===== config.mk =====
export PLATFORM = sky130hd
export DESIGN_NAME = flagged_register_range_coalescer_top
export DESIGN_NICKNAME = d
export VERILOG_FILES = /design/src/frc_pkg.sv /design/src/flagged_register_range_coalescer_top.sv
export SDC_FILE = /design/constraint.sdc
export NUM_CORES = 1
export LEC_CHECK = 0
export BUFFER_PORTS_ARGS = -buffer_cell sky130_fd_sc_hd__buf_2
export CORE_ASPECT_RATIO = 1.2
export CORE_MARGIN = 2
export CORE_UTILIZATION = 35
export DETAILED_ROUTE_END_ITERATION = 6
export GPL_ROUTABILITY_DRIVEN = 0
export PLACE_DENSITY = 0.51
export SLEW_MARGIN = 0
export SYNTH_ARGS = -nofsm -noshare
export SYNTH_HDL_FRONTEND = slang
export SYNTH_SLANG_ARGS = --single-unit

===== constraint.sdc =====
create_clock -name clk -period 12.3 [get_ports clk]
set_clock_uncertainty 0.2 [all_clocks]
set_input_delay 0 -clock clk [delete_from_list [all_inputs] [get_ports clk]]
set_output_delay 0 -clock clk [all_outputs]
set_load 0.05 [all_outputs]

===== src/frc_pkg.sv =====
package frc_pkg;

	localparam logic [7:0] GAP_LIMIT_RESET = 8'd4;
	localparam int unsigned START_W = 8;
	localparam int unsigned LENGTH_W = 9;
	localparam int unsigned QUEUE_DEPTH = 4;
	localparam int unsigned QUEUE_PTR_W = 2;
	localparam int unsigned QUEUE_CNT_W = 3;

	typedef struct packed {
		logic                final_range;
		logic                range_valid;
		logic [LENGTH_W-1:0] range_length;
		logic [START_W-1:0]  range_start;
	} result_t;

endpackage


===== src/flagged_register_range_coalescer_top.sv =====
// Flagged register range coalescer. Each input beat carries the wanted flag of
// one register address, in ascending order from 0. The block counts the address
// itself and turns the flagged runs into burst-read ranges. A new run joins the
// pending range when its start minus the pending range's last address is below
// cfg_wr_data as last written (reset value 4). Otherwise the pending range goes
// out as a result beat. The beat with s_tlast set closes the scan: it adds the
// final range, or an empty marker (m_tuser low, length 0) when nothing was
// flagged, with m_tlast set, and the address restarts at 0. The flag and gap
// decision is combinational, so a new beat is taken every cycle while s_tready
// is high. Results pass through a four-entry queue. s_tready drops only while
// fewer than two queue slots are free. A scan end flushing a range yields two
// result beats, so output at one result per cycle with m_tready high sets the rate.
module flagged_register_range_coalescer_top #(
	parameter int unsigned REGISTER_COUNT = 256
) (
	input  logic        clk,
	input  logic        arst_n,
	input  logic        cfg_wr_en,
	input  logic [7:0]  cfg_wr_data,   // merge_gap_limit
	input  logic        s_tvalid,
	output logic        s_tready,
	input  logic [7:0]  s_tdata,       // [0] wanted, [7:1] zero
	input  logic        s_tlast,       // scan_end
	output logic        m_tvalid,
	input  logic        m_tready,
	output logic [23:0] m_tdata,       // [7:0] range_start, [16:8] range_length, [23:17] zero
	output logic        m_tuser,       // range_valid
	output logic        m_tlast        // final_range
);

	localparam int unsigned AW = (REGISTER_COUNT > 2) ? $clog2(REGISTER_COUNT) : 1;
	localparam logic [AW-1:0] ADDR_LAST = AW'(REGISTER_COUNT - 1);

	logic [7:0]    gap_limit_q;
	logic [AW-1:0] scan_address_q;
	logic          inside_run_q;
	logic          range_pending_q;
	logic [AW-1:0] pending_first_q;
	logic [AW-1:0] pending_last_q;

	frc_pkg::result_t                          queue_q [frc_pkg::QUEUE_DEPTH];
	logic [frc_pkg::QUEUE_PTR_W-1:0]           wr_ptr_q;
	logic [frc_pkg::QUEUE_PTR_W-1:0]           rd_ptr_q;
	logic [frc_pkg::QUEUE_CNT_W-1:0]           count_q;

	logic          in_beat;
	logic          out_beat;
	logic          wanted;
	logic [AW-1:0] gap;
	logic [AW+7:0] gap_x;
	logic [AW+7:0] limit_x;
	logic          merge;
	logic          emit_prev;
	logic          inside_run_n;
	logic          range_pending_n;
	logic [AW-1:0] pending_first_n;
	logic [AW-1:0] pending_last_n;
	logic [AW-1:0] scan_address_n;
	logic [AW+8:0] prev_start_x;
	logic [AW+8:0] prev_len_x;
	logic [AW+8:0] fin_start_x;
	logic [AW+8:0] fin_len_x;
	frc_pkg::result_t res_prev;
	frc_pkg::result_t res_final;
	logic [1:0]    n_wr;

	assign wanted   = s_tdata[0];
	assign s_tready = (count_q <= frc_pkg::QUEUE_CNT_W'(frc_pkg::QUEUE_DEPTH - 2));
	assign in_beat  = s_tvalid && s_tready;
	assign out_beat = m_tvalid && m_tready;

	assign gap     = scan_address_q - pending_last_q;
	assign gap_x   = (AW+8)'(gap);
	assign limit_x = (AW+8)'(gap_limit_q);
	assign merge   = range_pending_q && (scan_address_q > pending_last_q) && (gap_x < limit_x);
	assign emit_prev = wanted && !inside_run_q && range_pending_q && !merge;

	always_comb begin
		range_pending_n = range_pending_q;
		pending_first_n = pending_first_q;
		pending_last_n  = pending_last_q;
		inside_run_n    = wanted;
		if (wanted) begin
			if (!inside_run_q && !merge) begin
				pending_first_n = scan_address_q;
			end
			range_pending_n = 1'b1;
			pending_last_n  = scan_address_q;
		end
	end

	always_comb begin
		prev_start_x = (AW+9)'(pending_first_q);
		prev_len_x   = (AW+9)'(pending_last_q) - (AW+9)'(pending_first_q) + (AW+9)'(1);
		fin_start_x  = (AW+9)'(pending_first_n);
		fin_len_x    = (AW+9)'(pending_last_n) - (AW+9)'(pending_first_n) + (AW+9)'(1);

		res_prev.range_start  = prev_start_x[frc_pkg::START_W-1:0];
		res_prev.range_length = prev_len_x[frc_pkg::LENGTH_W-1:0];
		res_prev.range_valid  = 1'b1;
		res_prev.final_range  = 1'b0;

		res_final.final_range = 1'b1;
		if (range_pending_n) begin
			res_final.range_start  = fin_start_x[frc_pkg::START_W-1:0];
			res_final.range_length = fin_len_x[frc_pkg::LENGTH_W-1:0];
			res_final.range_valid  = 1'b1;
		end else begin
			res_final.range_start  = '0;
			res_final.range_length = '0;
			res_final.range_valid  = 1'b0;
		end

		if (!in_beat) begin
			n_wr = 2'd0;
		end else begin
			n_wr = {1'b0, emit_prev} + {1'b0, s_tlast};
		end

		if (s_tlast || scan_address_q == ADDR_LAST) begin
			scan_address_n = '0;
		end else begin
			scan_address_n = scan_address_q + AW'(1);
		end
	end

	always_ff @(posedge clk or negedge arst_n) begin
		if (!arst_n) begin
			gap_limit_q     <= frc_pkg::GAP_LIMIT_RESET;
			scan_address_q  <= '0;
			inside_run_q    <= 1'b0;
			range_pending_q <= 1'b0;
			pending_first_q <= '0;
			pending_last_q  <= '0;
			wr_ptr_q        <= '0;
			rd_ptr_q        <= '0;
			count_q         <= '0;
		end else begin
			if (cfg_wr_en) begin
				gap_limit_q <= cfg_wr_data;
			end
			if (in_beat) begin
				scan_address_q  <= scan_address_n;
				pending_first_q <= pending_first_n;
				pending_last_q  <= pending_last_n;
				if (s_tlast) begin
					inside_run_q    <= 1'b0;
					range_pending_q <= 1'b0;
				end else begin
					inside_run_q    <= inside_run_n && (scan_address_q != ADDR_LAST);
					range_pending_q <= range_pending_n;
				end
			end
			wr_ptr_q <= wr_ptr_q + frc_pkg::QUEUE_PTR_W'(n_wr);
			if (out_beat) begin
				rd_ptr_q <= rd_ptr_q + frc_pkg::QUEUE_PTR_W'(1);
			end
			count_q <= count_q + frc_pkg::QUEUE_CNT_W'(n_wr)
				- frc_pkg::QUEUE_CNT_W'(out_beat);
		end
	end

	always_ff @(posedge clk) begin
		if (n_wr != 2'd0) begin
			queue_q[wr_ptr_q] <= emit_prev ? res_prev : res_final;
		end
		if (n_wr == 2'd2) begin
			queue_q[wr_ptr_q + frc_pkg::QUEUE_PTR_W'(1)] <= res_final;
		end
	end

	assign m_tvalid = (count_q != '0);
	assign m_tdata  = {7'b0, queue_q[rd_ptr_q].range_length, queue_q[rd_ptr_q].range_start};
	assign m_tuser  = queue_q[rd_ptr_q].range_valid;
	assign m_tlast  = queue_q[rd_ptr_q].final_range;

	a_count_bound: assert property (@(posedge clk) disable iff (!arst_n)
		count_q <= frc_pkg::QUEUE_CNT_W'(frc_pkg::QUEUE_DEPTH))
		else $error("result queue overflow");

	a_scan_restart: assert property (@(posedge clk) disable iff (!arst_n)
		in_beat && s_tlast |=> scan_address_q == '0 && !range_pending_q && !inside_run_q)
		else $error("scan state not cleared after scan end");

	a_run_needs_range: assert property (@(posedge clk) disable iff (!arst_n)
		inside_run_q |-> range_pending_q)
		else $error("run open without pending range");

	a_marker_shape: assert property (@(posedge clk) disable iff (!arst_n)
		m_tvalid && !m_tuser |-> m_tlast && m_tdata == '0)
		else $error("malformed empty-scan marker");

endmodule

**Yosys cells after proc, flatten, opt, wreduce, memory -nomap -nowiden**

Memory sizes are Yosys's and may differ from the RTL's.
Cells that the tools add are included.

- Memories kept: 1
- Bits in writable memories: 76
- Register bits after elaboration: 41
- Output and inout bits: 28
- Word-level logic and storage cells: 56
- Input port bits: 22

Memory list:

| name | words | width | read ports | clocked after Yosys merged registers in | write ports | RTL line | source |
|---|---|---|---|---|---|---|---|
| queue_q | 4 | 19 | 1 | 0 | 2 | flagged_register_range_coalescer_top.sv:41 | `frc_pkg::result_t queue_q [frc_pkg::QUEUE_DEPTH];` |

- Add/sub/neg operators: 12
- Equal/unequal tests: 3
- Reductions and logical operators: 14
- Magnitude comparators: 3
- Multiplexer cells: 14

Operators by type and width:

| cell | count |
|---|---|
| two-way mux 8 bit | 4 |
| two-way mux 19 bit | 1 |
| adder 9 x 2 -> 9 bit, second input constant | 2 |
| two-way mux 18 bit | 1 |
| subtractor 8 x 8 -> 9 bit | 2 |
| logical AND 1 bit | 9 |
| adder 8 x 1 -> 8 bit, second input constant | 1 |
| == test 8 bit, second input constant | 1 |
| > comparator 8 bit | 1 |
| less-than comparator 8 bit | 1 |
| != test 8 bit, second input constant | 1 |
| subtractor 8 bit | 1 |
| two-way mux 1 bit | 7 |
| adder 2 x 1 -> 2 bit, second input constant | 2 |
| adder 3 x 2 -> 3 bit | 1 |
| less-or-equal comparator 3 x 2 -> 1 bit, second input constant | 1 |
| nonzero test 3 bit | 1 |
| subtractor 3 x 1 -> 3 bit | 1 |
| adder 1 x 1 -> 2 bit | 1 |
| adder 2 bit | 1 |
| == test 2 bit, second input constant | 1 |
| logical NOT 1 bit | 2 |
| two-way mux 2 bit | 1 |
| nonzero test 2 bit | 1 |
| logical OR 1 bit | 1 |

**Logic depth before layout (Yosys ltp)**

- Depth in word-level cells: 11
- Mapped depth: 29
- Depth with buffers taken out: 28

**Least setup slack after synthesis**

No wires, ideal clock.

- Path type: reg-to-reg
- From: register scan_address_q[0]
- To: memory queue_q[1][5] (netlist bit) (data pin)
- Data required time: 11.968 ns
- Cell stages (with the launch flop): 22
- Path slack: 6.150 ns
- Clock period less this slack: 6.150 ns
- Arrival time: 5.818 ns
- Setup time: 0.132 ns
- Buffers on the path: 1
- Cell sequence: dfrtp_1 -> clkbuf_1 -> inv_1 -> ha_1 -> fa_1 -> nand2b_1 -> a21oi_1 -> a21o_1 -> a21oi_1 -> xnor2_1 -> ha_1 -> and3_1 -> o21ai_0 -> o311a_1 -> a21o_2 -> inv_2 -> ha_1 -> nand2b_1 -> a211oi_1 -> o21ai_2 -> nor2_1 -> a22o_1

RTL lines:

| element | RTL line | source |
|---|---|---|
| from (decl) | flagged_register_range_coalescer_top.sv:35 | `logic [AW-1:0] scan_address_q;` |
| from (signal assigned) | flagged_register_range_coalescer_top.sv:143 | `scan_address_q <= scan_address_n;` |
| to (decl) | flagged_register_range_coalescer_top.sv:41 |  |

==> impl_results.rst <==
.. list-table::
   :header-rows: 1

   * - Metric
     - Value
   * - Ratio of routed vias to standard cells
     - 5.47
   * - Number of levels the H-tree was split into
     - 4
   * - Number of maximum-capacitance constraint violations
     - 0
   * - Routed wirelength normalized by instance count
     - 19.1 microns
   * - Starting utilization of the core area
     - 0.358
   * - Startpoint of the worst register-to-register path
     - scan_address_q[0]
   * - Worst flop-to-flop path endpoint
     - queue_q[3][15]
   * - Data arrival, critical path
     - 6570 ps
   * - Fraction of the core area covered by cells at the end of the flow
     - 0.422
   * - Die width
     - 133 microns
   * - Slack of the worst reg-to-reg path
     - 5670 ps
   * - Endpoint kind of the worst setup timing path
     - flop
   * - Slew HR
     - 0.307
   * - Number of placed I/O pins
     - 50
   * - Synthesized-area fraction occupied by adder cells
     - 0.102
   * - Synthesized netlist cell count
     - 655
   * - Wire length of the first global-routing pass
     - 29700 microns
   * - Count of distinct cell types in the synthesized netlist
     - 64
   * - Final TNS setup
     - 0 ps
   * - Register bit total from synthesis
     - 117
   * - Overall Global Routing Usage
     - 0.184
   * - Std-Cell Rows
     - 56
   * - Post-route ant nets
     - 0
   * - Fraction of the mapped netlist area in simple logic gates
     - 0.109
   * - Total clock buffers created by CTS
     - 17
   * - DP Wirelength
     - 13500 microns
   * - Design Power
     - 2.50 mW
   * - Hold violation total from the final report
     - 0
   * - Number of setup violations in the final report
     - 0
   * - Number of cells on the worst reg-to-reg path
     - 26
   * - Count of synthesis-stage warnings from yosys
     - 0
   * - Worst hold slack across all endpoints
     - 80.4 ps
   * - Area of the die
     - 21200 sq um
   * - Share of synthesized area occupied by flip-flops and latches
     - 0.466
   * - Number of DRC violations after detailed routing
     - 0
   * - Max clock buf depth
     - 2
   * - Fraction of the mapped netlist area in compound gates
     - 0.168
   * - Bufs and invs on worst path
     - 3
   * - Fraction of synthesized area in multiplexers
     - 0.0762
   * - Nets
     - 788
   * - Crit path launch type
     - flop
   * - Areal power density over the cells
     - 301 nW/um^2
   * - Number of setup buffers added after CTS
     - 0
   * - Outcome
     - complete, no violations
   * - Fraction of registers with async set or reset after synthesis
     - 0.350
   * - Max VDD drop
     - 0.127 mV
   * - Root Buffer
     - sky130_fd_sc_hd__clkbuf_16
   * - Final WL
     - 18800 microns
   * - Number of diodes
     - 0
   * - Vias in the first global route
     - 5359
   * - Transition time of the tightest slew-check pin
     - 1040 ps
   * - Crit share post-route
     - 0.539
   * - Area growth syn-to-layout
     - 18.1%
   * - Maximum fanout count along the critical path
     - 15
   * - Time the worst path needs with I/O delays and setup
     - 6630 ps
   * - First-pass iteration count of the detailed router
     - 5
   * - TritonCTS Sinks
     - 117
   * - Largest delay contributor family on the critical path
     - compound AO/OA/AOI/OAI gates
   * - Highest clock rate
     - 151 MHz
   * - Setup repair after global routing missed its margin
     - no
   * - Netlist Area Pre-Place
     - 7020 sq um
   * - Post-Place Setup Slack
     - 5730 ps
   * - Post-synth EDFFs
     - 72
   * - Critical path required time
     - 12240 ps
   * - Antenna violations before repair
     - 0
   * - Quantity of gates resized following cts
     - 0
   * - Predominant post-synthesis flop cell
     - sky130_fd_sc_hd__edfxtp_1
   * - Largest incremental delay on the critical path
     - 570 ps
   * - XOR/XNOR Fraction of Synth Area
     - 0.0275
   * - Final max-slew violation count
     - 0
   * - Pin count of the biggest net entering global routing
     - 42
   * - Share of final-layout standard cells stronger than drive strength 1
     - 0.146
   * - Input/output buffers
     - 35
   * - Path class of the lowest-slack min-delay path
     - in -> async
   * - GR Overflow Total
     - 0
   * - Total core area
     - 19600 sq um
   * - Number of buffers added to fix hold violations after cts
     - 28
   * - Leak Pwr
     - 3.29 nW
   * - CTS tree
     - yes
   * - Cell with the largest stage delay on the worst path
     - sky130_fd_sc_hd__dfrtp_1
   * - Clock latency on the worst-skew pair
     - 420 ps
   * - Cell type with the highest occurrence count on the critical path
     - sky130_fd_sc_hd__ha_1
   * - Vertical die dimension
     - 159 microns
   * - Largest family of logic cells by synthesized area
     - compound AO/OA/AOI/OAI gates
   * - Type of the worst setup path
     - reg -> reg
   * - Number of DRC violations after detailed-routing iteration 0
     - 298
   * - Per-instance average area after synthesis
     - 10.7 sq um
   * - Clock transition at the registers of the reported paths
     - 60 ps
   * - Overall via count from detail_route
     - 5385
   * - Worst setup margin
     - 5670 ps
logic make-up (layout without fill, tap and decap cells):
family,Yosys count,in the layout
AOI/OAI and AO/OA,180,180
buffers and inverters,83,146
muxes,29,29
and+or+nand+nor,168,168
xor gates and xnor gates,22,22
adders and majority gates,55,55
other,1,7
DFF,117,117
metal layers:
layer / track usage / routed length, microns
met1: 0.226 / 8120
met2: 0.317 / 9480
met3: 0.0385 / 758
met4: 0.0648 / 439
met5: 0 / 0
stage by stage:
stage | std cells | instance area (sq um)
after floorplan | 661 | 7040
after global placement | 925 | 7410
after detailed placement | 925 | 7410
after CTS | 985 | 8280
after global routing | 985 | 8280
final | 985 | 8280
flip-flops by register name, summed over array words and instances, names as in the netlist:
| register | flops |
|---|---|
| scan_address_q | 8 |
| wr_ptr_q | 2 |
| gap_limit_q | 8 |
| rd_ptr_q | 2 |
| pending_first_q | 8 |
| count_q | 3 |
| pending_last_q | 8 |
| range_pending_q | 1 |
| inside_run_q | 1 |
| queue_q | 76 |
where the power goes:
group	switching (mW)	internal [mW]
combinational	0.891	0.523
clock	0.182	0.316
sequential	0.0836	0.499
cell type report:
type,instances,area (sq um)
timing repair buffer,68,493
clock buffer,18,429
clock inverter,14,160
multi-input combinational,461,3430
fill,1924,11300
inverter,46,173
sequential,117,3270
tap,261,327
placed cells by master, fill, tap and decap left out, drive strengths merged, types with 19 or more instances in the layout:
cell,netlist,layout
a21oi,21,21
buf,15,40
dfrtp,40,40
dlygate4sd3,0,28
edfxtp,72,72
ha,51,51
inv,46,47
mux4,19,19
nand2,72,72
nor2,40,40
o21ai,53,53
o22ai,40,40
synthesized netlist by cell type, types with 4 or more instances:
master / n / area share
sky130_fd_sc_hd__mux2i_1: 5 / 0.0071
sky130_fd_sc_hd__a21o_1: 5 / 0.0054
sky130_fd_sc_hd__xor2_1: 11 / 0.014
sky130_fd_sc_hd__clkbuf_1: 22 / 0.012
sky130_fd_sc_hd__o221ai_1: 6 / 0.0075
sky130_fd_sc_hd__edfxtp_1: 72 / 0.31
sky130_fd_sc_hd__xnor2_1: 11 / 0.014
sky130_fd_sc_hd__fa_1: 4 / 0.011
sky130_fd_sc_hd__and3_1: 7 / 0.0062
sky130_fd_sc_hd__a22oi_1: 5 / 0.0054
sky130_fd_sc_hd__or3_1: 4 / 0.0036
sky130_fd_sc_hd__o22ai_1: 39 / 0.035
sky130_fd_sc_hd__buf_2: 5 / 0.0036
sky130_fd_sc_hd__nor2b_1: 4 / 0.0036
sky130_fd_sc_hd__nor3_1: 4 / 0.0029
sky130_fd_sc_hd__a31oi_1: 5 / 0.0045
sky130_fd_sc_hd__nand2b_1: 8 / 0.0071
sky130_fd_sc_hd__o21bai_1: 4 / 0.0043
sky130_fd_sc_hd__dfxtp_1: 4 / 0.011
sky130_fd_sc_hd__o31ai_1: 4 / 0.0043
sky130_fd_sc_hd__o21ai_0: 51 / 0.036
sky130_fd_sc_hd__a32o_1: 7 / 0.010
sky130_fd_sc_hd__nor2_1: 39 / 0.021
sky130_fd_sc_hd__inv_1: 45 / 0.024
sky130_fd_sc_hd__a22o_1: 14 / 0.017
sky130_fd_sc_hd__ha_1: 51 / 0.091
sky130_fd_sc_hd__nand3_1: 10 / 0.0071
sky130_fd_sc_hd__a21oi_1: 21 / 0.015
sky130_fd_sc_hd__mux2_2: 5 / 0.0080
sky130_fd_sc_hd__buf_4: 7 / 0.0075
sky130_fd_sc_hd__dfrtp_1: 40 / 0.14
sky130_fd_sc_hd__nand3b_1: 4 / 0.0043
sky130_fd_sc_hd__nand2_1: 72 / 0.039
sky130_fd_sc_hd__and2_1: 4 / 0.0036
sky130_fd_sc_hd__mux4_2: 19 / 0.061
worst max path at each step:
stage / startpoint / endpoint / slack (ps) / cells past startpoint
final: scan_address_q[0] / queue_q[3][15] / 5670 / 26
after detailed placement: scan_address_q[0] / queue_q[3][15] / 5730 / 26
after floorplan: scan_address_q[0] / queue_q[1][5] / 6150 / 21
after global placement: scan_address_q[0] / queue_q[3][15] / 5800 / 26
after global routing: scan_address_q[0] / queue_q[3][15] / 5250 / 26
after CTS: scan_address_q[0] / queue_q[3][15] / 5720 / 26
No activity file was read; power rests on OpenSTA's default activity.
